`src/rtl/running_mean_segmenter_assert.svh`:
```
// Assertion macros for the running mean segmenter.
// Used by the top level only; expects clk_i and rst_ni in scope.
`ifndef RUNNING_MEAN_SEGMENTER_ASSERT_SVH
`define RUNNING_MEAN_SEGMENTER_ASSERT_SVH

// Same-cycle implication, disabled during reset.
`define RMS_ASSERT_IMPL(label, ante, cons) \
  label: assert property (@(posedge clk_i) disable iff (!rst_ni) (ante) |-> (cons)) \
    else $error("running_mean_segmenter assertion failed");

// Next-cycle implication, disabled during reset.
`define RMS_ASSERT_NEXT(label, ante, cons) \
  label: assert property (@(posedge clk_i) disable iff (!rst_ni) (ante) |=> (cons)) \
    else $error("running_mean_segmenter assertion failed");

`endif

```
`src/rtl/rms_pkg.sv`:
```
// Shared types and constants of the running mean segmenter.
// No dependencies; imported by every module of the block.
package rms_pkg;

  localparam int unsigned SAMPLE_W  = 32;
  localparam int unsigned SUM_W     = 48;
  localparam int unsigned CNT_W     = 16;
  localparam int unsigned DIVR_W    = CNT_W + 1;
  localparam int unsigned CFG_W     = 8;
  localparam int unsigned CFG_IDX_W = 2;
  localparam int unsigned MUL_Y_W   = CFG_W + 1;
  localparam int unsigned PROD_W    = SAMPLE_W + MUL_Y_W;

  localparam int unsigned COUNT_MAX = 65535;

  localparam int unsigned DIV_STEPS = SUM_W;
  localparam int unsigned CMP_STEPS = 4;
  localparam int unsigned STEP_W    = $clog2(DIV_STEPS);

  localparam logic [CFG_IDX_W-1:0] CFG_DEVIATION_FRAC = 2'd0;
  localparam logic [CFG_IDX_W-1:0] CFG_RATIO_LIMIT    = 2'd1;

  localparam logic [CFG_W-1:0] DEVIATION_FRAC_RST = 8'd128;
  localparam logic [CFG_W-1:0] RATIO_LIMIT_RST    = 8'd20;

  // Join checks, one per compare step.
  localparam logic [1:0] CHK_DEV_HIGH  = 2'd0;
  localparam logic [1:0] CHK_DEV_LOW   = 2'd1;
  localparam logic [1:0] CHK_RATIO_LO  = 2'd2;
  localparam logic [1:0] CHK_RATIO_HI  = 2'd3;

  typedef struct packed {
    logic [SAMPLE_W-1:0] sample;
    logic                end_of_sequence;
  } in_item_t;

  typedef struct packed {
    logic [SAMPLE_W-1:0] sample_out;
    logic                chunk_start;
    logic                average_valid;
    logic [SAMPLE_W-1:0] average;
    logic                last;
  } out_item_t;

  typedef enum logic [2:0] {
    ST_IDLE,
    ST_DIV,
    ST_CMP,
    ST_DECIDE,
    ST_FLUSH
  } rms_state_e;

  typedef struct packed {
    logic       load;
    logic       div_step;
    logic       cmp_en;
    logic [1:0] cmp_idx;
    logic       decide;
    logic       flush;
  } rms_cmd_t;

  typedef struct packed {
    logic chunk_open;
    logic count_full;
    logic eos;
    logic out_free;
  } rms_status_t;

endpackage

```
`src/rtl/rms_ctrl.sv`:
```
// Sequencer of the running mean segmenter: load, divide, compare, decide, flush.
// Depends on rms_pkg; drives the datapath by command structs only.
module rms_ctrl import rms_pkg::*; (
  input  logic        clk_i,
  input  logic        rst_ni,
  input  logic        in_valid_i,
  output logic        in_ready_o,
  input  rms_status_t status_i,
  output rms_cmd_t    cmd_o
);

  rms_state_e        state_q, state_d;
  logic [STEP_W-1:0] step_q, step_d;

  always_ff @(posedge clk_i or negedge rst_ni) begin
    if (!rst_ni) begin
      state_q <= ST_IDLE;
      step_q  <= '0;
    end else begin
      state_q <= state_d;
      step_q  <= step_d;
    end
  end

  always_comb begin
    state_d    = state_q;
    step_d     = step_q;
    in_ready_o = 1'b0;
    cmd_o      = '0;
    case (state_q)
      ST_IDLE: begin
        in_ready_o = 1'b1;
        if (in_valid_i) begin
          cmd_o.load = 1'b1;
          step_d     = '0;
          // First sample of a chunk or a full chunk needs no trial mean.
          if (!status_i.chunk_open || status_i.count_full) begin
            state_d = ST_DECIDE;
          end else begin
            state_d = ST_DIV;
          end
        end
      end
      ST_DIV: begin
        cmd_o.div_step = 1'b1;
        step_d         = step_q + STEP_W'(1);
        if (step_q == STEP_W'(DIV_STEPS - 1)) begin
          step_d  = '0;
          state_d = ST_CMP;
        end
      end
      ST_CMP: begin
        cmd_o.cmp_en  = 1'b1;
        cmd_o.cmp_idx = step_q[1:0];
        step_d        = step_q + STEP_W'(1);
        if (step_q == STEP_W'(CMP_STEPS - 1)) begin
          step_d  = '0;
          state_d = ST_DECIDE;
        end
      end
      ST_DECIDE: begin
        if (status_i.out_free) begin
          cmd_o.decide = 1'b1;
          state_d      = status_i.eos ? ST_FLUSH : ST_IDLE;
        end
      end
      ST_FLUSH: begin
        if (status_i.out_free) begin
          cmd_o.flush = 1'b1;
          state_d     = ST_IDLE;
        end
      end
      default: begin
        state_d = ST_IDLE;
        step_d  = '0;
      end
    endcase
  end

endmodule

```
`src/rtl/rms_dpath.sv`:
```
// Datapath of the running mean segmenter: chunk state, restoring divider,
// shared join-check multiplier, configuration and output register. Uses rms_pkg.
module rms_dpath import rms_pkg::*; (
  input  logic                 clk_i,
  input  logic                 rst_ni,
  input  logic                 cfg_we_i,
  input  logic [CFG_IDX_W-1:0] cfg_idx_i,
  input  logic [CFG_W-1:0]     cfg_data_i,
  input  in_item_t             in_data_i,
  output out_item_t            out_data_o,
  output logic                 out_valid_o,
  input  logic                 out_ready_i,
  input  rms_cmd_t             cmd_i,
  output rms_status_t          status_o
);

  logic [CFG_W-1:0]    dev_q, ratio_q;
  logic [SUM_W-1:0]    sum_q, sum_d;
  logic [CNT_W-1:0]    cnt_q, cnt_d;
  logic [SAMPLE_W-1:0] mean_q, mean_d;
  logic                open_q, open_d;

  logic [SAMPLE_W-1:0] smp_q;
  logic                eos_q;
  logic [SUM_W-1:0]    tsum_q, dvd_q, quo_q;
  logic [DIVR_W-1:0]   div_q, rem_q, rem_d;
  logic                qbit;
  logic [DIVR_W:0]     part;
  logic                join_q;

  logic [SAMPLE_W-1:0] trial;
  logic [SAMPLE_W-1:0] mul_x;
  logic [MUL_Y_W-1:0]  mul_y;
  logic [PROD_W-1:0]   prod, lhs;
  logic                use_ge, chk_ok;
  logic                full;

  out_item_t           res_d, out_q;
  logic                out_valid_q;

  assign full  = (cnt_q >= CNT_W'(COUNT_MAX));
  assign trial = quo_q[SAMPLE_W-1:0];

  // Configuration registers.
  always_ff @(posedge clk_i or negedge rst_ni) begin
    if (!rst_ni) begin
      dev_q   <= DEVIATION_FRAC_RST;
      ratio_q <= RATIO_LIMIT_RST;
    end else if (cfg_we_i) begin
      case (cfg_idx_i)
        CFG_DEVIATION_FRAC: dev_q   <= cfg_data_i;
        CFG_RATIO_LIMIT:    ratio_q <= cfg_data_i;
        default: ;
      endcase
    end
  end

  // One restoring divide step.
  always_comb begin
    part = {rem_q, dvd_q[SUM_W-1]};
    qbit = (part >= {1'b0, div_q});
    if (qbit) begin
      rem_d = DIVR_W'(part - {1'b0, div_q});
    end else begin
      rem_d = part[DIVR_W-1:0];
    end
  end

  // Shared multiplier for the four join checks.
  always_comb begin
    mul_x  = mean_q;
    mul_y  = {1'b0, ratio_q};
    lhs    = {{(PROD_W - SAMPLE_W - 8){1'b0}}, trial, 8'h00};
    use_ge = 1'b0;
    case (cmd_i.cmp_idx)
      CHK_DEV_HIGH: begin
        mul_y = {1'b0, dev_q} + MUL_Y_W'(256);
      end
      CHK_DEV_LOW: begin
        mul_y  = MUL_Y_W'(256) - {1'b0, dev_q};
        use_ge = 1'b1;
      end
      CHK_RATIO_LO: begin
        mul_x = smp_q;
        lhs   = {{(PROD_W - SAMPLE_W){1'b0}}, mean_q};
      end
      CHK_RATIO_HI: begin
        lhs = {{(PROD_W - SAMPLE_W){1'b0}}, smp_q};
      end
      default: ;
    endcase
    prod   = {{MUL_Y_W{1'b0}}, mul_x} * {{SAMPLE_W{1'b0}}, mul_y};
    chk_ok = use_ge ? (lhs >= prod) : (lhs <= prod);
  end

  // Item working registers.
  always_ff @(posedge clk_i) begin
    if (cmd_i.load) begin
      smp_q  <= in_data_i.sample;
      eos_q  <= in_data_i.end_of_sequence;
      tsum_q <= sum_q + {{(SUM_W - SAMPLE_W){1'b0}}, in_data_i.sample};
      dvd_q  <= sum_q + {{(SUM_W - SAMPLE_W){1'b0}}, in_data_i.sample};
      div_q  <= {1'b0, cnt_q} + DIVR_W'(1);
      rem_q  <= '0;
      quo_q  <= '0;
      join_q <= 1'b1;
    end else if (cmd_i.div_step) begin
      dvd_q <= {dvd_q[SUM_W-2:0], 1'b0};
      quo_q <= {quo_q[SUM_W-2:0], qbit};
      rem_q <= rem_d;
    end else if (cmd_i.cmp_en) begin
      join_q <= join_q & chk_ok;
    end
  end

  // Chunk state update and result formation.
  always_comb begin
    sum_d  = sum_q;
    cnt_d  = cnt_q;
    mean_d = mean_q;
    open_d = open_q;
    res_d  = '0;
    res_d.sample_out = smp_q;
    if (cmd_i.decide) begin
      res_d.last = ~eos_q;
      if (open_q && join_q && !full) begin
        sum_d  = tsum_q;
        cnt_d  = cnt_q + CNT_W'(1);
        mean_d = trial;
      end else begin
        res_d.chunk_start   = 1'b1;
        res_d.average_valid = open_q;
        res_d.average       = open_q ? mean_q : '0;
        sum_d  = {{(SUM_W - SAMPLE_W){1'b0}}, smp_q};
        cnt_d  = CNT_W'(1);
        mean_d = smp_q;
        open_d = 1'b1;
      end
    end else if (cmd_i.flush) begin
      res_d.average_valid = 1'b1;
      res_d.average       = mean_q;
      res_d.last          = 1'b1;
      sum_d  = '0;
      cnt_d  = '0;
      mean_d = '0;
      open_d = 1'b0;
    end
  end

  always_ff @(posedge clk_i or negedge rst_ni) begin
    if (!rst_ni) begin
      sum_q       <= '0;
      cnt_q       <= '0;
      mean_q      <= '0;
      open_q      <= 1'b0;
      out_valid_q <= 1'b0;
    end else begin
      sum_q  <= sum_d;
      cnt_q  <= cnt_d;
      mean_q <= mean_d;
      open_q <= open_d;
      if (cmd_i.decide || cmd_i.flush) begin
        out_valid_q <= 1'b1;
      end else if (out_ready_i) begin
        out_valid_q <= 1'b0;
      end
    end
  end

  always_ff @(posedge clk_i) begin
    if (cmd_i.decide || cmd_i.flush) begin
      out_q <= res_d;
    end
  end

  assign out_data_o  = out_q;
  assign out_valid_o = out_valid_q;

  assign status_o.chunk_open = open_q;
  assign status_o.count_full = full;
  assign status_o.eos        = eos_q;
  assign status_o.out_free   = !out_valid_q || out_ready_i;

endmodule

```
`src/rtl/running_mean_segmenter.sv`:
```
// Top level of the running mean segmenter: controller plus datapath.
// Depends on rms_pkg, rms_ctrl, rms_dpath and running_mean_segmenter_assert.svh.
//
// The block cuts a stream of unsigned Q16.16 samples into chunks by running
// mean and takes one sample transaction at a time. A sample that opens a chunk
// (first sample, first after a flush, or one arriving on a full chunk) skips
// the divider and goes from acceptance straight to the decide state, whose
// push registers its result. Any other sample runs the trial mean
// (chunk_sum + sample) / (chunk_count + 1) through a restoring divider that
// retires one quotient bit per cycle until all 48 quotient bits are done, then
// runs four join checks on one shared 32x9 multiplier before the decide push
// registers its result; the next sample is taken only once the block is back
// in idle. An end_of_sequence sample then passes through a flush state that
// pushes the final chunk average. Results land in an output register, so the
// next sample is accepted while a finished result still waits downstream; a
// result that finds the register full holds until it drains. Configuration is
// a plain write port: index 0 is deviation_frac, index 1 ratio_limit, other
// indexes are dropped.
`include "running_mean_segmenter_assert.svh"

module running_mean_segmenter import rms_pkg::*; (
  input  logic                 clk_i,
  input  logic                 rst_ni,
  // configuration
  input  logic                 cfg_we_i,
  input  logic [CFG_IDX_W-1:0] cfg_idx_i,
  input  logic [CFG_W-1:0]     cfg_data_i,
  // sample input
  input  logic                 in_valid_i,
  output logic                 in_ready_o,
  input  in_item_t             in_data_i,
  // result output
  output logic                 out_valid_o,
  input  logic                 out_ready_i,
  output out_item_t            out_data_o
);

  rms_cmd_t    cmd;
  rms_status_t status;

  // Sequence load, divide, compare, decide and flush.
  rms_ctrl u_ctrl (
    .clk_i      (clk_i),
    .rst_ni     (rst_ni),
    .in_valid_i (in_valid_i),
    .in_ready_o (in_ready_o),
    .status_i   (status),
    .cmd_o      (cmd)
  );

  // Hold chunk state, divide, check the join rules, and register results.
  rms_dpath u_dpath (
    .clk_i       (clk_i),
    .rst_ni      (rst_ni),
    .cfg_we_i    (cfg_we_i),
    .cfg_idx_i   (cfg_idx_i),
    .cfg_data_i  (cfg_data_i),
    .in_data_i   (in_data_i),
    .out_data_o  (out_data_o),
    .out_valid_o (out_valid_o),
    .out_ready_i (out_ready_i),
    .cmd_i       (cmd),
    .status_o    (status)
  );

  // Accepting a sample always leaves the block busy in the cycle after.
  `RMS_ASSERT_NEXT(a_busy_after_accept, in_valid_i && in_ready_o, !in_ready_o)
  // Never overwrite a result that the consumer has not taken.
  `RMS_ASSERT_IMPL(a_push_when_free, cmd.decide || cmd.flush, !out_valid_o || out_ready_i)
  // A result appears only after a decide or flush push.
  `RMS_ASSERT_IMPL(a_out_from_push, $rose(out_valid_o), $past(cmd.decide || cmd.flush))

endmodule
```
`config.mk`:
```
export PLATFORM = sky130hd
export DESIGN_NAME = running_mean_segmenter
export DESIGN_NICKNAME = d
export VERILOG_FILES = /design/src/rtl/rms_pkg.sv /design/src/rtl/rms_ctrl.sv /design/src/rtl/rms_dpath.sv /design/src/rtl/running_mean_segmenter.sv
export VERILOG_INCLUDE_DIRS = /design/src /design/src/rtl
export SDC_FILE = /design/constraint.sdc
export NUM_CORES = 1
export LEC_CHECK = 0
export ABC_AREA = 1
export BUFFER_PORTS_ARGS = -buffer_cell sky130_fd_sc_hd__buf_2
export CORE_MARGIN = 3
export CORE_UTILIZATION = 25
export DETAILED_ROUTE_END_ITERATION = 8
export GPL_TIMING_DRIVEN = 0
export HOLD_SLACK_MARGIN = 0.08
export SLEW_MARGIN = 25
export SYNTH_ARGS = -nofsm -noshare
export SYNTH_HDL_FRONTEND = slang
export SYNTH_SLANG_ARGS = --single-unit
```
`constraint.sdc`:
```
create_clock -name clk_i -period 11.6 [get_ports clk_i]
set_clock_uncertainty 0.05 [all_clocks]
set_input_delay 0 -clock clk_i [delete_from_list [all_inputs] [get_ports clk_i]]
set_output_delay 0 -clock clk_i [all_outputs]
set_load 0.005 [all_outputs]
```
Word-level counts from Yosys, hierarchy flattened

Index checks and enable logic that the tools add are counted.

Logic and storage cells: 121
Register bits after elaboration: 386
Output and inout port bits: 69
Bits of input ports: 48

Order comparisons: 4
Multipliers: 1
Add/sub/neg operators: 7
Reduce and logical (&&, ||, !) cells: 21
Bitwise operators: 4
Equal/unequal tests: 16
Mux-type cells: 46

Operators by type and width:

| kind                                                      | number |
|---|---|
| 2-to-1 mux 48 bit                                         | 5 |
| 2-to-1 mux 32 bit                                         | 5 |
| 2-to-1 mux 34 bit                                         | 3 |
| case mux 40 bit (2 select lines)                          | 1 |
| adder 48 x 32 -> 48 bit                                   | 1 |
| 2-to-1 mux 16 bit                                         | 3 |
| greater-or-equal comparator 40 x 41 -> 1 bit              | 1 |
| <= comparator 40 x 41 -> 1 bit                            | 1 |
| multiplier 32 x 9 -> 41 bit                               | 1 |
| case mux 6 bit (4 select lines)                           | 1 |
| 2-to-1 mux 3 bit                                          | 7 |
| greater-or-equal comparator 18 x 17 -> 1 bit              | 1 |
| 2-to-1 mux 6 bit                                          | 3 |
| case mux 9 bit (2 select lines)                           | 1 |
| adder 16 x 1 -> 17 bit, second input constant             | 1 |
| 2-to-1 mux 17 bit                                         | 1 |
| subtractor 17 bit                                         | 1 |
| adder 16 x 1 -> 16 bit, second input constant             | 1 |
| greater-or-equal comparator 16 bit, second input constant | 1 |
| case mux 3 bit (5 select lines)                           | 1 |
| 2-to-1 mux 1 bit                                          | 14 |
| AND reduction 2 bit                                       | 5 |
| adder 8 x 9 -> 9 bit, second input constant               | 1 |
| subtractor 9 x 8 -> 9 bit, first input constant           | 1 |
| 21 further kinds                                          | 38 |

Longest topological paths before layout

Depth after elaboration: 8
Mapped depth: 49
Mapped depth without buffers: 48

Modules after synthesis

A second synthesis with hierarchy kept.

Cells, all modules: 3,291
Area total of the unflattened synthesis: 28,389.7 um2

By module, submodules not included:

| module    | instances | cells each | seq. area each (um2) | area each (um2) |
|---|---|---|---|---|
| rms_dpath | 1         | 3,195      | 10,253.6             | 27,715.3 |
| rms_ctrl  | 1         | 96         | 225.2                | 674.4 |

Worst setup path before layout

OpenSTA, ideal clock, no wires.

Path type: reg2reg
Start point: register u_ctrl.state_q[2]
End point: register u_dpath.join_q
Slack: 4,631 ps
Arrival time: 6,794 ps
Period minus slack after synthesis: 6,969 ps
Stages on the path, launching flop included: 46
Library setup time: 125 ps
Path buffers: 1
Data required time: 11,425 ps
Path through: dfrtp_1 nor2_2 nand2_2 nor2_2 nand2_1 xor2_1 nand2_1 o21ai_1 inv_2 buf_2 nand2_1 fa_1 inv_1 fa_1 fa_1 inv_1 fa_1 inv_1 (+10 left out) nand2_1 nand2_1 ha_1 nand2_1 nor4_1 nand2_1 nand2_1 nand2_1 nand2_1 nand2_1 nand2_1 nand2_1 nand2_1 nand2_1 nand2_1 nand3_1 nand2_1 nand2_1

Longest elaborated chain between the ends: 8
Elaborated cells on any way between the ends: 21
Those cells by class: 1 x mul; 2 x order compare; 5 x eq/ne; 8 x mux; 2 x bitwise; 3 x reduce/logical

RTL lines:

| what                                                                                                  | RTL line         | RTL |
|---|---|---|
| start, declared                                                                                       | rms_ctrl.sv:12   | `rms_state_e state_q, state_d;` |
| start signal, assigned                                                                                | rms_ctrl.sv:20   | `state_q <= state_d;` |
| == test 3 x 2 -> 1 bit                                                                                | rms_ctrl.sv:30   | `case (state_q)` |
| 2-to-1 mux 3 bit                                                                                      | rms_ctrl.sv:30   |  |
| == test 2 x 1 -> 1 bit (tied with other cells)                                                        | rms_dpath.sv:75  | `case (cmd_i.cmp_idx)` |
| case mux 9 bit (2 select lines) / 2-to-1 mux 32 bit (equally long branches)                           | rms_dpath.sv:75  |  |
| multiplier 32 x 9 -> 41 bit                                                                           | rms_dpath.sv:92  | `prod = {{MUL_Y_W{1'b0}}, mul_x} * {{SAMPLE_W{1'b0}}, mul_y};` |
| <= comparator 40 x 41 -> 1 bit / greater-or-equal comparator 40 x 41 -> 1 bit (equally long branches) | rms_dpath.sv:93  | `chk_ok = use_ge ? (lhs >= prod) : (lhs <= prod);` |
| 2-to-1 mux 1 bit                                                                                      | rms_dpath.sv:93  |  |
| bitwise AND 1 bit                                                                                     | rms_dpath.sv:112 | `join_q <= join_q & chk_ok;` |
| end signal, assigned                                                                                  | rms_dpath.sv:112 |  |
| end, declared                                                                                         | rms_dpath.sv:29  | `logic join_q;` |

Parallel ways exist; a longest one is shown, timed or not.
A chain may end at the register's enable or synchronous reset.

Final worst setup path

Same ends and word-level chain as after synthesis.

==> flow_summary_export.csv <==
group,metric,value,unit
critical_path,r2r_end,"u_dpath.join_q",
run_status,outcome,"completed",
clock_network,clock-sinks,386,
clock_network,clk_latency,0.60,ns
place,hpwlAfterDp,74.3,mm
floorplanning,coreArea,111000,µm²
clock_network,cts_buffer_depth,3,
yosys,syn_nets,3617,
drt,routedWlPerCell,18.8,µm
drt,route.detailed.drc,0,
layout,area.growth.synth_to_final,16.5,%
place,place.gp.congestion,0.923,
worst_hold_path,hold_class,"in -> reg",
clock_network,cts_htree_levels,2,
critical_path,crit_fanout,10,
yosys,synthFlopType,"edfxtp_1",
yosys,synth_edf_count,213,
timing,hold_violations,0,
clock_network,numCtsBuffers,44,
yosys,synth-async-reset-ratio,0.319,
timing,rsz0062_at_grt,"no",
yosys,synth-warning-count,0,
drt,viasPerCell,4.64,
job,max-cap-violations,0,
floorplanning,rows,122,
drt,wl,92.9,mm
yosys,seq_area_frac_synth,0.371,
critical_path,worst_setup_path_end_kind,"flip-flop",
critical_path,crit_start,"u_ctrl.state_q[2]",
critical_path,max_stage_delay,0.80,ns
global_route,grt_start_max_net_pins,68,
clock_network,clock-root-buffer,"clkbuf_16",
global_route,overflow,0,
critical_path,setup.worst_path.end,"u_dpath.join_q",
global_route,track_usage,0.158,
yosys,syn_inst,3203,
global_route,antenna_found_initial,2,
critical_path,cp_common_cell,"nand2_1",
timing,fmaxAchievable,105,MHz
clock_network,cts_tree,"built",
critical_path,cp.depth,45,
timing,post-route-min-period,9.51,ns
floorplanning,initial_core_util,0.253,
timing,tns,0,ns
critical_path,timing.rr.start,"u_ctrl.state_q[2]",
critical_path,start_kind,"flip-flop",
drt,drt_iter0_drc,1759,
global_route,grt_pass1_wl,141,mm
clock_network,post-cts-setup-buffer-count,0,
critical_path,worst-path-buf-inv,7,
critical_path,worst_ep_arrival_time,9.92,ns
place,io_buffer_count,116,
yosys,synth_area_per_cell,8.82,µm²
timing,drv_slew,0,
critical_path,r2r_slack,2.09,ns
global_route,first_global_vias,23300,
timing,setup_viol,0,
drt,dr.pass1.iters,6,
critical_path,rr_worst_depth,45,
yosys,synth_area,28200,µm²
floorplanning,die_width,342,µm
floorplanning,die_y,342,µm
critical_path,crit_type,"reg -> reg",
timing,worstMarginPinSlew,1.21,ns
yosys,synth-seq-cells,386,
timing,max-slew-margin-rel,0.185,
layout,layout-drive-gt1-share,0.102,
floorplanning,ioPinCount,117,
critical_path,required,12.01,ns
layout,nFillCells,11800,
drt,ant_nets,0,
yosys,yosysUniqueCellTypes,68,
critical_path,cp_slowest_cell,"nor4_1",
floorplanning,dieArea,117000,µm²
clock_network,clk_pin_slew,0.06,ns
timing,period_share,0.820,
layout,nNetsFinal,3842,
drt,num_vias,23000,
critical_path,path_delay_family,"simple AND/OR/NAND/NOR gates",
## cell usage after synthesis, types with 6 or more instances
library cell	number	share of area
nand2_1	743	0.099
inv_1	448	0.060
nor2_1	312	0.041
edfxtp_1	213	0.23
fa_1	213	0.15
a21oi_1	191	0.034
o21ai_0	186	0.033
ha_1	153	0.068
dfrtp_1	120	0.11
xor2_1	72	0.022
nand3_1	56	0.0099
dfxtp_1	50	0.035
clkbuf_1	45	0.0060
o22ai_1	43	0.0095
o21ai_2	34	0.011
nor2_4	33	0.013
buf_2	31	0.0055
xnor2_1	31	0.0096
nor3_1	27	0.0048
a31oi_1	26	0.0058
nor4_1	16	0.0035
inv_2	15	0.0020
nand4_1	15	0.0033
o21ai_1	14	0.0025
a21o_1	9	0.0024
o221ai_1	7	0.0022
a21oi_2	6	0.0019
buf_1	6	0.00080
nand2_2	6	0.0013
## cells by family (layout without fill, tap and decap cells)
kind of cell,Yosys count,in the layout,synth area share
flip-flops,386,386,0.371
XOR/XNOR,105,105,0.0331
adder cells (fa/ha/maj),366,366,0.219
AO/OA/AOI/OAI,555,555,0.114
other,0,1,0
AND/OR/NAND/NOR,1238,1238,0.186
buffers and inverters,553,814,0.0772
## stage by stage
stage                     hold WS (ns)  worst slack, ns  utilization  cell area, µm²  cells
after floorplan                 -0.346             4.63            -           28200   3203
after global placement           0.143             2.18        0.275           30700   4807
after detailed placement       -0.0203             2.16        0.276           30800   4811
after CTS                       0.0803             2.13        0.295           32900   4952
after global routing             0.121             1.64        0.295           32900   4952
final                            0.113             2.09        0.295           32900   4953
## area by class of cell
class | count | area [µm²] | share of cell area
Sequential cell | 386 | 10500 | 0.318
Clock inverter | 27 | 307 | 0.00931
Tap cell | 1488 | 1860 | 0.0566
Buffer | 87 | 433 | 0.0132
Timing Repair Buffer | 179 | 1290 | 0.0393
Antenna cell | 1 | 2.50 | 0.0000760
Multi-Input combinational cell | 2264 | 15600 | 0.474
Clock buffer | 55 | 1180 | 0.0360
Inverter | 466 | 1760 | 0.0534
## routing by layer
| metal | global-route usage | vias to the layer above | part of all wire |
|---|---|---|---|
| li1 | - | 10900 | - |
| met1 | 0.210 | 11200 | 0.43 |
| met2 | 0.263 | 769 | 0.47 |
| met3 | 0.0240 | 143 | 0.065 |
| met4 | 0.0477 | 0 | 0.031 |
| met5 | 0 | - | 0 |
## worst register-to-register path: cells and delay by family (launching register included)
family          cells  cell delay [ns]
simple gates       24             3.30
compound gates      8             2.14
flops               1             0.41
buf+inv             7             0.98
fa+ha+maj           6             2.53
## worst min path at each step
| stage | start | end | cells past startpoint |
|---|---|---|---|
| floorplan | rst_ni | u_ctrl.state_q[0] | 0 |
| global placement | in_data_i[0] | u_dpath.eos_q | 1 |
| detailed placement | rst_ni | u_dpath.cnt_q[8] | 1 |
| CTS | in_data_i[31] | u_dpath.smp_q[30] | 2 |
| global route | in_data_i[30] | u_dpath.smp_q[29] | 2 |
| finish | in_data_i[30] | u_dpath.smp_q[29] | 2 |
## repair_timing
| item | 4_1_cts | 5_1_grt |
|---|---|---|
| gates resized for setup | 0 | 0 |
| endpoints found under the hold margin | 232 | 0 |
| hold buffers | 59 | 0 |
## cell usage in the layout, fill, tap and decap left out, types with 13 or more instances in the layout
master	n
nor2_4	33
fa_1	213
ha_1	153
clkbuf_1	51
dfrtp_1	120
dfxtp_1	50
a21oi_1	191
o21ai_1	13
buf_2	146
a31oi_1	26
inv_1	447
nand4_1	15
clkbuf_16	45
xor2_1	72
nor4_1	16
o21ai_0	186
xnor2_1	31
edfxtp_1	213
nand3_1	56
nand2_1	743
o22ai_1	43
o21ai_2	35
dlygate4sd3_1	58
inv_2	15
nor3_1	27
nor2_1	312
## flip-flops by register name, summed over array words and instances, names as in the netlist
| name | flops |
|---|---|
| u_dpath.smp_q | 32 |
| u_dpath.sum_q | 48 |
| u_dpath.open_q | 1 |
| u_ctrl.step_q | 6 |
| u_dpath.tsum_q | 48 |
| u_dpath.mean_q | 32 |
| u_dpath.eos_q | 1 |
| u_dpath.dev_q | 8 |
| u_dpath.ratio_q | 8 |
| u_dpath.out_valid_o | 1 |
| u_dpath.quo_q | 32 |
| u_dpath.div_q | 17 |
| u_dpath.out_data_o | 67 |
| u_dpath.rem_q | 17 |
| u_dpath.dvd_q | 48 |
| u_dpath.cnt_q | 16 |
| u_dpath.join_q | 1 |
| u_ctrl.state_q | 3 |
Power is left out: the tool's default activity adds up to more than one toggle a clock period on the data nets, which glitch-free logic cannot reach.
